$ cat src/sv/rhi_pkg.sv
`default_nettype none
package rhi_pkg;

  // channel width, quotient bits per division and divider work word
  localparam int ChW = 8;
  localparam int QW = 9;
  localparam int WorkW = ChW + QW;
  localparam int HueW = 9;

  localparam logic [HueW-1:0] HueWrap = 9'd360;
  localparam logic [ChW-1:0] SatFull = 8'd255;
  localparam logic [6:0] HueSector = 7'd60;
  localparam logic [7:0] GreenOffset = 8'd120;
  localparam logic [7:0] BlueOffset = 8'd240;

  typedef struct packed {
    logic [ChW-1:0] red;
    logic [ChW-1:0] green;
    logic [ChW-1:0] blue;
  } rgb_t;

  typedef struct packed {
    logic [HueW-1:0] hue;
    logic [ChW-1:0] saturation;
    logic [ChW-1:0] brightness;
  } hsv_t;

  // one item in flight through the divider chain
  typedef struct packed {
    logic grey;
    logic neg;
    logic [ChW-1:0] brightness;
    logic [ChW-1:0] hue_divisor;
    logic [ChW-1:0] sat_divisor;
    logic [WorkW-1:0] hue_work;
    logic [WorkW-1:0] sat_work;
  } cell_data_t;

  // one restoring division step: remainder in the top bits, quotient enters at the bottom
  function automatic logic [WorkW-1:0] div_step(logic [WorkW-1:0] work,
                                                logic [ChW-1:0] divisor);
    logic [ChW:0] trial;
    logic [ChW:0] diff;
    trial = work[WorkW-1:QW-1];
    diff = trial - {1'b0, divisor};
    if (trial >= {1'b0, divisor}) begin
      return {diff[ChW-1:0], work[QW-2:0], 1'b1};
    end else begin
      return {trial[ChW-1:0], work[QW-2:0], 1'b0};
    end
  endfunction

endpackage
`default_nettype wire

$ cat src/sv/rhi_prep.sv
`default_nettype none
module rhi_prep (
  input  wire logic              clk,
  input  wire logic              rst,
  input  wire logic              en,
  input  wire logic              src_valid,
  input  wire rhi_pkg::rgb_t     src,
  output logic                   valid,
  output rhi_pkg::cell_data_t    data
);

  logic [rhi_pkg::ChW-1:0] hi;
  logic [rhi_pkg::ChW-1:0] lo;
  logic [rhi_pkg::ChW-1:0] delta;
  logic [rhi_pkg::ChW-1:0] half;
  logic [rhi_pkg::ChW:0] delta_inc;
  logic [rhi_pkg::ChW:0] hi_inc;
  logic [rhi_pkg::ChW-1:0] diff_a;
  logic [rhi_pkg::ChW-1:0] diff_b;
  logic [rhi_pkg::ChW-1:0] offset_mul;
  logic signed [17:0] diff_s;
  logic signed [17:0] num;
  logic [15:0] offset;
  logic [15:0] sat_num;
  logic [16:0] mag;
  rhi_pkg::cell_data_t data_next;

  always_comb begin
    // largest and smallest channel
    hi = (src.red > src.green) ? src.red : src.green;
    hi = (hi > src.blue) ? hi : src.blue;
    lo = (src.red < src.green) ? src.red : src.green;
    lo = (lo < src.blue) ? lo : src.blue;
    delta = hi - lo;
    delta_inc = {1'b0, delta} + 9'd1;
    half = delta_inc[rhi_pkg::ChW:1];
    hi_inc = {1'b0, hi} + 9'd1;

    // hue branch, ties go red then green then blue
    if (src.red == hi) begin
      diff_a = src.green;
      diff_b = src.blue;
      offset_mul = 8'd0;
    end else if (src.green == hi) begin
      diff_a = src.blue;
      diff_b = src.red;
      offset_mul = rhi_pkg::GreenOffset;
    end else begin
      diff_a = src.red;
      diff_b = src.green;
      offset_mul = rhi_pkg::BlueOffset;
    end

    // signed hue numerator and its magnitude
    diff_s = $signed({10'd0, diff_a}) - $signed({10'd0, diff_b});
    offset = delta * offset_mul;
    num = diff_s * $signed({11'd0, rhi_pkg::HueSector})
          + $signed({10'd0, half}) + $signed({2'b0, offset});
    mag = num[17] ? 17'(-num) : num[16:0];

    // saturation numerator
    sat_num = {8'd0, lo} * {8'd0, rhi_pkg::SatFull} + {8'd0, hi_inc[rhi_pkg::ChW:1]};

    data_next.grey = (delta == '0);
    data_next.neg = num[17];
    data_next.brightness = hi;
    data_next.hue_divisor = delta;
    data_next.sat_divisor = hi;
    data_next.hue_work = mag;
    data_next.sat_work = {1'b0, sat_num};
  end

  always_ff @(posedge clk) begin
    if (rst) begin
      valid <= 1'b0;
    end else if (en) begin
      valid <= src_valid;
    end
  end

  always_ff @(posedge clk) begin
    if (en) begin
      data <= data_next;
    end
  end

endmodule
`default_nettype wire

$ cat src/sv/rhi_cell.sv
`default_nettype none
module rhi_cell (
  input  wire logic                clk,
  input  wire logic                rst,
  input  wire logic                en,
  input  wire logic                src_valid,
  input  wire rhi_pkg::cell_data_t src,
  output logic                     valid,
  output rhi_pkg::cell_data_t      data
);

  rhi_pkg::cell_data_t data_next;

  // one quotient bit for hue and one for saturation
  always_comb begin
    data_next = src;
    data_next.hue_work = rhi_pkg::div_step(src.hue_work, src.hue_divisor);
    data_next.sat_work = rhi_pkg::div_step(src.sat_work, src.sat_divisor);
  end

  always_ff @(posedge clk) begin
    if (rst) begin
      valid <= 1'b0;
    end else if (en) begin
      valid <= src_valid;
    end
  end

  always_ff @(posedge clk) begin
    if (en) begin
      data <= data_next;
    end
  end

endmodule
`default_nettype wire

$ cat src/sv/rgb_to_hsv_integer_unit.sv
`default_nettype none
// Integer RGB to HSV conversion of 8-bit pixels. The unit accepts one pixel
// every clock while its output register is not held; each result passes these stages:
// the channel extremes and the two numerators are registered at the accepting
// edge, then pass through a row of restoring divider cells, each
// retiring one quotient bit of the hue and of the saturation division, and
// finally into the output register.
// The whole pipeline holds while a result waits at the output, so pixel_ready
// follows hsv_ready whenever the output register is full. Grey pixels give
// hue 0 and saturation 0; brightness is the largest channel.
module rgb_to_hsv_integer_unit (
  input  wire logic           clk,
  input  wire logic           rst,
  input  wire logic           pixel_valid,
  output logic                pixel_ready,
  input  wire rhi_pkg::rgb_t  pixel,
  output logic                hsv_valid,
  input  wire logic           hsv_ready,
  output rhi_pkg::hsv_t       hsv
);

  logic en;
  logic [rhi_pkg::QW:0] stage_valid;
  rhi_pkg::cell_data_t stage [rhi_pkg::QW+1];
  rhi_pkg::cell_data_t last;
  logic [rhi_pkg::QW-1:0] hue_q;
  logic [rhi_pkg::QW-1:0] sat_q;
  rhi_pkg::hsv_t hsv_next;

  // pipeline advances while the output is empty or being taken
  assign en = !hsv_valid || hsv_ready;
  assign pixel_ready = en;

  rhi_prep u_prep (
    .clk       (clk),
    .rst       (rst),
    .en        (en),
    .src_valid (pixel_valid),
    .src       (pixel),
    .valid     (stage_valid[0]),
    .data      (stage[0])
  );

  // divider chain, most significant quotient bit first
  for (genvar i = 0; i < rhi_pkg::QW; i++) begin : g_cell
    rhi_cell u_cell (
      .clk       (clk),
      .rst       (rst),
      .en        (en),
      .src_valid (stage_valid[i]),
      .src       (stage[i]),
      .valid     (stage_valid[i+1]),
      .data      (stage[i+1])
    );
  end

  // wrap negative hue, complement saturation, mask grey pixels
  always_comb begin
    last = stage[rhi_pkg::QW];
    hue_q = last.hue_work[rhi_pkg::QW-1:0];
    sat_q = last.sat_work[rhi_pkg::QW-1:0];
    hsv_next.brightness = last.brightness;
    if (last.grey) begin
      hsv_next.hue = '0;
      hsv_next.saturation = '0;
    end else begin
      hsv_next.hue = (last.neg && hue_q != '0) ? rhi_pkg::HueWrap - hue_q : hue_q;
      hsv_next.saturation = rhi_pkg::SatFull - sat_q[rhi_pkg::ChW-1:0];
    end
  end

  always_ff @(posedge clk) begin
    if (rst) begin
      hsv_valid <= 1'b0;
    end else if (en) begin
      hsv_valid <= stage_valid[rhi_pkg::QW];
    end
  end

  always_ff @(posedge clk) begin
    if (en) begin
      hsv <= hsv_next;
    end
  end

`ifndef SYNTHESIS
  // hue never leaves its range
  a_hue_range: assert property (@(posedge clk) disable iff (rst)
    hsv_valid |-> hsv.hue < rhi_pkg::HueWrap)
    else $error("hue out of range");

  // zero saturation only for grey pixels, which carry zero hue
  a_grey_hue: assert property (@(posedge clk) disable iff (rst)
    hsv_valid && hsv.saturation == '0 |-> hsv.hue == '0)
    else $error("zero saturation with nonzero hue");

  // an accepted item enters the first stage
  a_accept_enters: assert property (@(posedge clk) disable iff (rst)
    pixel_valid && pixel_ready |=> stage_valid[0])
    else $error("accepted item lost at pipeline entry");
`endif

endmodule
`default_nettype wire

$ cat config.mk
export PLATFORM = sky130hd
export DESIGN_NAME = rgb_to_hsv_integer_unit
export DESIGN_NICKNAME = d
export VERILOG_FILES = /design/src/sv/rhi_pkg.sv /design/src/sv/rhi_prep.sv /design/src/sv/rhi_cell.sv /design/src/sv/rgb_to_hsv_integer_unit.sv
export SDC_FILE = /design/constraint.sdc
export NUM_CORES = 1
export LEC_CHECK = 0
export BUFFER_PORTS_ARGS = -buffer_cell sky130_fd_sc_hd__buf_4
export CORE_ASPECT_RATIO = 0.6
export CORE_MARGIN = 1.5
export CORE_UTILIZATION = 31
export DETAILED_ROUTE_END_ITERATION = 12
export GPL_TIMING_DRIVEN = 0
export SYNTH_ARGS = -nofsm -noshare
export SYNTH_HDL_FRONTEND = slang
export SYNTH_SLANG_ARGS = --single-unit
$ cat constraint.sdc
create_clock -name clk -period 44.7 [get_ports clk]
set_input_delay 4.47 -clock clk [delete_from_list [all_inputs] [get_ports clk]]
set_output_delay 4.47 -clock clk [all_outputs]
set_load 0.01 [all_outputs]
==> results.md, run 1 <==
* Crit path capture type: flop
* Adder-Cell Fraction of Synth Area at 18.30%
* RSZ-0062 raised after global routing: false
* Multiplexer area fraction after synthesis at 4.864%
* Post-DRT Antenna Nets at 0
* Max incr delay on CP at 0.68 ns
* Share of cells above drive strength 1 at 9.620%
* Fill cells at 9,566
* Relative slew margins at 31.07%
* Bufs on Longest Clock Path at 3
* Vias in the first global route at 17,630
* Final HPWL DP at 40.18 mm
* IO Pins at 55
* # diodes at 0
* CP max FO at 10
* Routed via count at 17,880
* Count leader, synth: edfxtp_1
* Failing checks: DRC
* Area share of the largest cell type after synthesis at 49.63%
* Period utilization at 36.21%
* Chip Height at 247.6 µm
* Tot GR Track Use at 10.48%
* Startpoint types: input pin
* RePlAce Congestion at 0.8795
* Worst-Margin Slew at 1.021 ns
* Final worst slack at 28.51 ns
* DR pass1 iterations at 11
* WS Path Type: in2reg
* TNS Setup at 0 ns
* EDFF count, synth at 511
* Hold Fails Final Rpt at 0
* Top_reg_cell synth: edfxtp_1
* Ys async rst share at 0%
* Clk_skew at 0.03078 ns
* Synth area leader: edfxtp_1
* Drc violations at 4
* Max Fclk at 61.78 MHz
* Initial antenna violation count at 0
* Worst EP arrival at 16.52 ns
* Synth Instances at 2,579
* Worst hold slack at 0.3951 ns
* H-tree Lvls at 2
* Die area at 101,700 µm²
* Port Buffers at 52
* CP most frequent cell: ha_1
* Fin. max-slew vios at 0
* Final instance area at 34,900 µm²
* Post-layout min period at 16.19 ns
* Post-CTS sizing at 0
* Worst Hold Class: reg2reg
* Initial DRC Count at 1,109
* Fin nets at 3,118
* Clk_lat worst skew at 0.60 ns
* Worst path slowest cell: xor2_1
* Synth Area in XOR/XNOR at 4.828%
* Synth top cells by count: edfxtp_1, inv_1, ha_1
* Synth warnings at 0
* Syn nets at 3,004
* CTS Buf Count at 52
* Mean Syn Cell Area at 11.99 µm²
* Vias/cell at 4.411
* Total wire length at 52.49 mm
* Crit path required time at 45.03 ns
* Setup bufs post-CTS at 0
* Post-Synthesis Cell Area at 30,920 µm²
* Die width at 410.7 µm
* Post-place instance area at 33,180 µm²
* Worst-path clk slew at 0.06 ns
* Largest family of logic cells by synthesized area: adder cells
* Clock sinks at 522
* Starting density of the core at 31.37%
* Pre-CTS WS at 27.95 ns
* Status: finished, violations left
* Number of max-cap violations at 0
* First-pass GRT wire length at 88.91 mm
* Rows at 89
* Gr ovfl total at 0
* Area Overhead vs Synth at 12.89%
* Hold buffer count at CTS at 0
* Simple-gate share of the synthesized area at 8.033%
* Core box area at 98,550 µm²
* Post-DR wirelength/cell at 12.95 µm
* Yosys reg bits at 522
* Root Buffer: clkbuf_16
* Synth unique cells at 69
* Synth top area cells: edfxtp_1, ha_1, fa_1, inv_1, mux2_2
* Final-report setup violation count at 0
* Complex-gate fraction of the synthesized area at 8.134%
* Maximum number of pins on one net before global-route repair at 73
* Post-synthesis sequential area ratio at 50.34%
* CTS tree: built
-- state kept, by name, summed over array words and instances (netlist names) --
signal,flops
u_prep.valid,1
hsv_valid,1
g_cell.u_cell.valid,9
hsv,25
u_prep.data,51
g_cell.u_cell.data,435
-- per-layer routing --
metal / vias to the layer above / GRT usage, % / part of all wire (%)
li1: 9230 / - / -
met1: 8278 / 16.34 / 55
met2: 306 / 14.68 / 38
met3: 62 / 2.041 / 5.2
met4: 0 / 2.342 / 1.5
met5: - / 0 / 0
-- area by class of cell --
class | count | area [µm²] | share of cell area [%]
Tap cell | 1319 | 1650 | 4.728
Inverter | 418 | 1572 | 4.502
Clock inverter | 36 | 400.4 | 1.147
Sequential cell | 522 | 15560 | 44.59
Multi-Input combinational cell | 1608 | 13650 | 39.12
Clock buffer | 59 | 1328 | 3.803
Timing Repair Buffer | 60 | 603.1 | 1.728
Buffer | 31 | 132.6 | 0.3800
-- cells by family after synthesis --
kind of cell,count (synthesis)
buf+inv,449
flops,522
xor+xnor,168
mux,138
fa+ha+maj,397
simple gates,522
compound gates,383
-- worst paths after layout --
check | start | to | slack [ns] | cells after the start
min | g_cell[4].u_cell.data[7]$_DFFE_PP_ | g_cell[5].u_cell.data[8]$_DFFE_PP_ | 0.40 | 0
min reg2reg | g_cell[4].u_cell.data[7]$_DFFE_PP_ | g_cell[5].u_cell.data[8]$_DFFE_PP_ | 0.40 | 0
max reg2reg | u_prep.data[43]$_DFFE_PP_ | g_cell[0].u_cell.data[29]$_DFFE_PP_ | 41.30 | 11
max | pixel[15] | u_prep.data[30]$_DFFE_PP_ | 28.51 | 46
-- per-stage QoR --
| step | std cells | utilization, % |
|---|---|---|
| detailed placement | 3958 | 33.66 |
| floorplan | 2579 | - |
| CTS | 4053 | 35.42 |
| global route | 4053 | 35.42 |
| finish | 4053 | 35.42 |
| global placement | 3950 | 33.44 |
-- critical path: cells and delay by family --
| family | cells | cell delay [ns] |
|---|---|---|
| AO/OA/AOI/OAI | 14 | 2.93 |
| XOR/XNOR | 3 | 0.96 |
| adder cells (fa/ha/maj) | 10 | 3.91 |
| buffers and inverters | 7 | 1.28 |
| multiplexers | 2 | 1.11 |
| AND/OR/NAND/NOR | 10 | 1.82 |
-- cells in the final DEF, fill, tap and decap left out, types with 48 or more instances in the layout --
cell,instances
a21boi_0,50
nor2_1,222
clkbuf_16,52
xor2_1,68
o21ai_0,120
xnor2_1,98
mux2i_1,48
inv_1,417
buf_4,53
a21o_1,48
ha_1,305
nand2_1,102
fa_1,92
mux2_2,87
a21oi_1,91
edfxtp_1,511
Power of run 1 is left out: the tool's default activity adds up to more than one toggle a clock period on the data nets, which glitch-free logic cannot reach.
==> inputs of run 2 (changes only) <==
==> constraint.sdc (replaced) <==
create_clock -name clk -period 16.85 [get_ports clk]
set_input_delay 1.685 -clock clk [delete_from_list [all_inputs] [get_ports clk]]
set_output_delay 1.685 -clock clk [all_outputs]
set_load 0.01 [all_outputs]
==> run 2 against run 1 <==
Worst hold slack better by 0.0044 ns; non-clock buffer count down 4; wire length rose by 0.16%; global-route usage about the same; sequential share of layout area rose by 0.071 points; first-iteration DRC count up 3.0%; register-to-register slack lost 28 ns; clock skew fell by 0.011 ns; cell count about the same; critical path depth unchanged; utilization is 0.056 points lower; sequential cell count unchanged; the flow still finishes with violations (DRC).
==> results.md, run 2 (synthesis results as in run 1) <==
* Worst-path clk slew at 0.06 ns (about the same)
* Startpoint types: input pin (unchanged)
* Final-report setup violation count at 0 (unchanged)
* # diodes at 0 (unchanged)
* Port Buffers at 52 (unchanged)
* CTS Buf Count at 52 (unchanged)
* CTS tree: built (unchanged)
* Routed via count at 17,850 (was 17,880)
* Drc violations at 4 (unchanged)
* Share of cells above drive strength 1 at 9.703% (was 9.620%)
* Period utilization at 80.51%
* Crit path max-delay family: adder cells (unchanged)
* CP max FO at 10 (unchanged)
* Clock sinks at 522 (unchanged)
* First-pass GRT wire length at 89.27 mm (was 88.91 mm)
* Worst path slowest cell: xor2_1 (unchanged)
* Starting density of the core at 31.37% (unchanged)
* Failing checks: DRC (unchanged)
* Bufs on Longest Clock Path at 3 (unchanged)
* Vias in the first global route at 17,420 (was 17,630)
* Tot GR Track Use at 10.51% (was 10.48%)
* Fin nets at 3,114 (was 3,118)
* IO Pins at 55 (unchanged)
* Relative slew margins at 24.28% (was 31.07%)
* Rows at 89 (unchanged)
* CP bufs+invs at 7 (unchanged)
* Clk_skew at 0.01930 ns (was 0.03078 ns)
* Initial antenna violation count at 0 (unchanged)
* Worst Hold Class: reg2reg (unchanged)
* Worst EP arrival at 13.88 ns (was 16.52 ns)
* TNS Setup at 0 ns (unchanged)
* Total wire length at 52.57 mm (was 52.49 mm)
* Max incr delay on CP at 0.74 ns (was 0.68 ns)
* Maximum number of pins on one net before global-route repair at 113 (was 73)
* DR pass1 iterations at 9 (was 11)
* Crit path capture type: flop (unchanged)
* Cells after DPL at 3,954 (was 3,958)
* Core box area at 98,550 µm² (unchanged)
* Status: finished, violations left (unchanged)
* Final HPWL DP at 39.83 mm (was 40.18 mm)
* Top Registers: g_cell.u_cell.data (435), u_prep.data (51), hsv (25) (unchanged)
* RePlAce Congestion at 0.8749 (was 0.8795)
* Post-layout min period at 13.57 ns
* Fin. max-slew vios at 0 (unchanged)
* Commonest non-fill, non-tap cells in the layout: edfxtp_1, inv_1, ha_1, nor2_1, o21ai_0 (unchanged)
* R2r setup slk at 13.52 ns (was 41.30 ns)
* Vias/cell at 4.408 (was 4.411)
* Gr ovfl total at 0 (unchanged)
* Die width at 410.7 µm (unchanged)
* Crit path required time at 17.16 ns (was 45.03 ns)
* Number of max-cap violations at 0 (unchanged)
* CP most frequent cell: ha_1 (unchanged)
* Hold Fails Final Rpt at 0 (unchanged)
* WS Path Type: in2reg (unchanged)
* RSZ-0062 raised after global routing: false (unchanged)
* Post-DRT Antenna Nets at 0 (unchanged)
* Initial DRC Count at 1,142 (was 1,109)
* Clk_lat worst skew at 0.59 ns (was 0.60 ns)
* Commonest non-fill, non-tap cell in the layout: edfxtp_1 (unchanged)
* Worst-Margin Slew at 1.121 ns (was 1.021 ns)
* Die area at 101,700 µm² (unchanged)
* Largest register by flop count: g_cell.u_cell.data (unchanged)
* Chip Height at 247.6 µm (unchanged)
* Root Buffer: clkbuf_16 (unchanged)
* Hold buffer count at CTS at 0 (unchanged)
* Post-CTS sizing at 0 (unchanged)
* Setup bufs post-CTS at 0 (unchanged)
* Max Fclk at 73.71 MHz
* H-tree Lvls at 2 (unchanged)
* Area Overhead vs Synth at 12.71% (was 12.89%)
* Max FFs per register at 435 (unchanged)
* Post-DR wirelength/cell at 12.98 µm (was 12.95 µm)
* Fin cells at 4,050 (was 4,053)
[run 2: per-stage QoR]
step                      setup slack (ns)  utilization [%]  cell area [µm²]  hold WS, ns
after floorplan                      4.788                -            30920       0.4003
after global placement               2.899            33.45            32960       0.4017
after detailed placement             2.867            33.57            33080       0.4045
after CTS                            3.470            35.36            34850       0.4057
after global routing                 2.458            35.36            34850       0.4105
final                                3.284            35.36            34850       0.3995
[run 2: cell type report]
class	instances	area, µm²
sequential	522	15560
tap	1319	1650
clock buffer	56	1316
buffer	31	138.9
clock inverter	40	452.9
multi-input combinational	1608	13650
timing repair buffer	56	500.5
fill	9563	63700
inverter	418	1572
[run 2: per-layer routing]
layer	global-route usage (%)	wire, µm	vias to the layer above
li1	-	-	9210
met5	0	0	-
met2	14.68	19870	290
met1	16.74	29520	8291
met3	1.559	2363	61
met4	2.364	822	0
[run 2: worst paths after layout]
kind / start / depth (start not counted) / to
hold reg to reg: g_cell[3].u_cell.data[4]$_DFFE_PP_ / 0 / g_cell[4].u_cell.data[5]$_DFFE_PP_
setup / recovery: pixel[15] / 46 / u_prep.data[30]$_DFFE_PP_
hold / removal: g_cell[3].u_cell.data[4]$_DFFE_PP_ / 0 / g_cell[4].u_cell.data[5]$_DFFE_PP_
setup reg to reg: g_cell[0].u_cell.data[43]$_DFFE_PP_ / 11 / g_cell[1].u_cell.data[29]$_DFFE_PP_
[run 2: worst reg2reg max path, delay by kind of cell, from the launching register on]
family / cells / cell delay [ns]
compound gates: 6 / 1.17
fa+ha+maj: 1 / 0.23
mux: 1 / 0.42
buf+inv: 1 / 0.08
simple gates: 2 / 0.76
flops: 1 / 0.43
Power of run 2 is left out for the same reason.
==> inputs of run 3 (changes only) <==
==> constraint.sdc (replaced) <==
create_clock -name clk -period 11 [get_ports clk]
set_input_delay 1.1 -clock clk [delete_from_list [all_inputs] [get_ports clk]]
set_output_delay 1.1 -clock clk [all_outputs]
set_load 0.01 [all_outputs]
==> run 3 against run 2 <==
The run still ends with DRC left; count of clock-buffer cells in the layout decreased by 1; register-to-register slack got worse by 5.9 ns; worst hold slack improved by 0.0061 ns; critical path depth unchanged; wire length increased by 3.9%; die area unchanged; global-route usage increased by 0.14 points; sequential cell count unchanged; non-clock buffer count increased by 60; first-iteration DRC count decreased by 9.6%; final area increased by 2.9%.
==> results.md, run 3 (synthesis results as in run 1) <==
* Clock sinks at 522 (unchanged)
* RePlAce Congestion at 0.8749 (unchanged)
* Total wire length at 54.60 mm (was 52.57 mm)
* Max Fclk at 93.74 MHz
* Vias in the first global route at 17,950 (was 17,420)
* Commonest non-fill, non-tap cells in the layout: edfxtp_1, inv_1, ha_1, nor2_1, buf_4 (was edfxtp_1, inv_1, ha_1, nor2_1, o21ai_0)
* Final HPWL DP at 40.50 mm (was 39.83 mm)
* Clk_lat worst skew at 0.56 ns (was 0.59 ns)
* Die width at 410.7 µm (unchanged)
* Fill cells at 9,503 (was 9,563)
* WS Path Type: in2reg (unchanged)
* Root Buffer: clkbuf_16 (unchanged)
* Failing checks: DRC (unchanged)
* Area Overhead vs Synth at 16.03% (was 12.71%)
* Worst-Margin Slew at 1.068 ns (was 1.121 ns)
* Routed via count at 18,130 (was 17,850)
* Relative slew margins at 27.86% (was 24.28%)
* IO Pins at 55 (unchanged)
* Crit path required time at 11.29 ns (was 17.16 ns)
* Largest register by flop count: g_cell.u_cell.data (unchanged)
* Fin. max-slew vios at 0 (unchanged)
* CTS Buf Count at 50 (was 52)
* Top Registers: g_cell.u_cell.data (435), u_prep.data (51), hsv (25) (unchanged)
* Fin nets at 3,172 (was 3,114)
* Worst-path clk slew at 0.06 ns (about the same)
* Number of max-cap violations at 0 (unchanged)
* CP max FO at 7 (was 10)
* Initial antenna violation count at 0 (unchanged)
* Final-report setup violation count at 0 (unchanged)
* Fin cells at 4,102 (was 4,050)
* Post-DRT Antenna Nets at 0 (unchanged)
* CP most frequent cell: ha_1 (unchanged)
* Max FFs per register at 435 (unchanged)
* Starting density of the core at 31.37% (unchanged)
* # diodes at 0 (unchanged)
* First-pass GRT wire length at 90.29 mm (was 89.27 mm)
* Status: finished, violations left (unchanged)
* Cells after DPL at 3,954 (unchanged)
* Clk_skew at 0.01493 ns (was 0.01930 ns)
* Hold Fails Final Rpt at 0 (unchanged)
* CTS tree: built (unchanged)
* Port Buffers at 52 (unchanged)
* Worst Hold Class: reg2reg (unchanged)
* Rows at 89 (unchanged)
* H-tree Lvls at 2 (unchanged)
* Chip Height at 247.6 µm (unchanged)
* Worst hold slack at 0.4056 ns (was 0.3995 ns)
* DR pass1 iterations at 9 (unchanged)
* Post-layout min period at 10.67 ns
* Core box area at 98,550 µm² (unchanged)
* Period utilization at 96.98%
* Vias/cell at 4.420 (was 4.408)
* Maximum number of pins on one net before global-route repair at 124 (was 113)
* Drc violations at 8 (was 4)
* Share of cells above drive strength 1 at 14.73% (was 9.703%)
* Post-DR wirelength/cell at 13.31 µm (was 12.98 µm)
* Initial DRC Count at 1,032 (was 1,142)
* Worst path slowest cell: fa_1 (was xor2_1)
* Commonest non-fill, non-tap cell in the layout: edfxtp_1 (unchanged)
* Worst EP arrival at 10.96 ns (was 13.88 ns)
* Crit path capture type: flop (unchanged)
* Startpoint types: input pin (unchanged)
* Gr ovfl total at 0 (unchanged)
* Max incr delay on CP at 0.50 ns (was 0.74 ns)
* Die area at 101,700 µm² (unchanged)
* Tot GR Track Use at 10.65% (was 10.51%)
* Bufs on Longest Clock Path at 3 (unchanged)
[run 3: changes by cell type in the layout (fill, tap and decap cells not counted), sizes merged]
cell	change
bufinv	-2
buf	+66
clkinvlp	-2
clkbuf	-7
inv	-3
[run 3: timing repair]
item,4_1_cts,5_1_grt
pin swaps,12,35
gates resized for setup,56,96
hold buffers,0,0
buffers inserted,18,42
setup endpoints to repair,17,17
[run 3: worst paths after layout]
path	start	to	slack, ns	depth (start not counted)
setup / recovery	pixel[11]	u_prep.data[33]$_DFFE_PP_	0.33	46
hold / removal	g_cell[2].u_cell.data[21]$_DFFE_PP_	g_cell[3].u_cell.data[22]$_DFFE_PP_	0.41	0
setup reg to reg	g_cell[6].u_cell.data[43]$_DFFE_PP_	g_cell[7].u_cell.data[29]$_DFFE_PP_	7.66	11
hold reg to reg	g_cell[2].u_cell.data[21]$_DFFE_PP_	g_cell[3].u_cell.data[22]$_DFFE_PP_	0.41	0
[run 3: worst max-delay path, delay by kind of cell]
| family | cells | cell delay (ns) |
|---|---|---|
| xor+xnor | 3 | 0.74 |
| mux | 2 | 0.60 |
| buf+inv | 7 | 0.84 |
| simple gates | 9 | 1.36 |
| fa+ha+maj | 11 | 3.72 |
| compound gates | 14 | 2.61 |
[run 3: final cells by class]
| cell class | instances | area (µm²) | share of cell area, % |
|---|---|---|---|
| flip-flops and latches | 522 | 15560 | 43.39 |
| well taps | 1319 | 1650 | 4.600 |
| inverters | 418 | 1580 | 4.405 |
| clock buffers | 55 | 1291 | 3.599 |
| multi-input cells | 1608 | 14250 | 39.73 |
| clock inverters | 33 | 344.1 | 0.9592 |
| repair buffers | 116 | 977.2 | 2.724 |
| plain buffers | 31 | 212.7 | 0.5929 |
[run 3: routing by layer]
layer  share of wire [%]  routed length [µm]  track usage (%)  vias to the layer above
li1                    -                   -                -                     9300
met1                  55               29790            16.61                     8445
met2                  39               21440            15.26                      317
met3                 4.8                2634            1.845                       68
met4                 1.3                 729            2.048                        0
met5                   0                   0                0                        -
[run 3: stage by stage]
step	instance area (µm²)	util [%]	setup WS (ns)	TNS [ns]
after floorplan	30960	-	0.02086	0
after global placement	33000	33.49	-1.951	-32.63
after detailed placement	33120	33.61	-2.081	-34.04
after CTS	35130	35.65	0.01606	0
after global routing	35870	36.40	-0.07632	-0.4711
final	35870	36.40	0.3320	0
Power of run 3 is left out for the same reason.
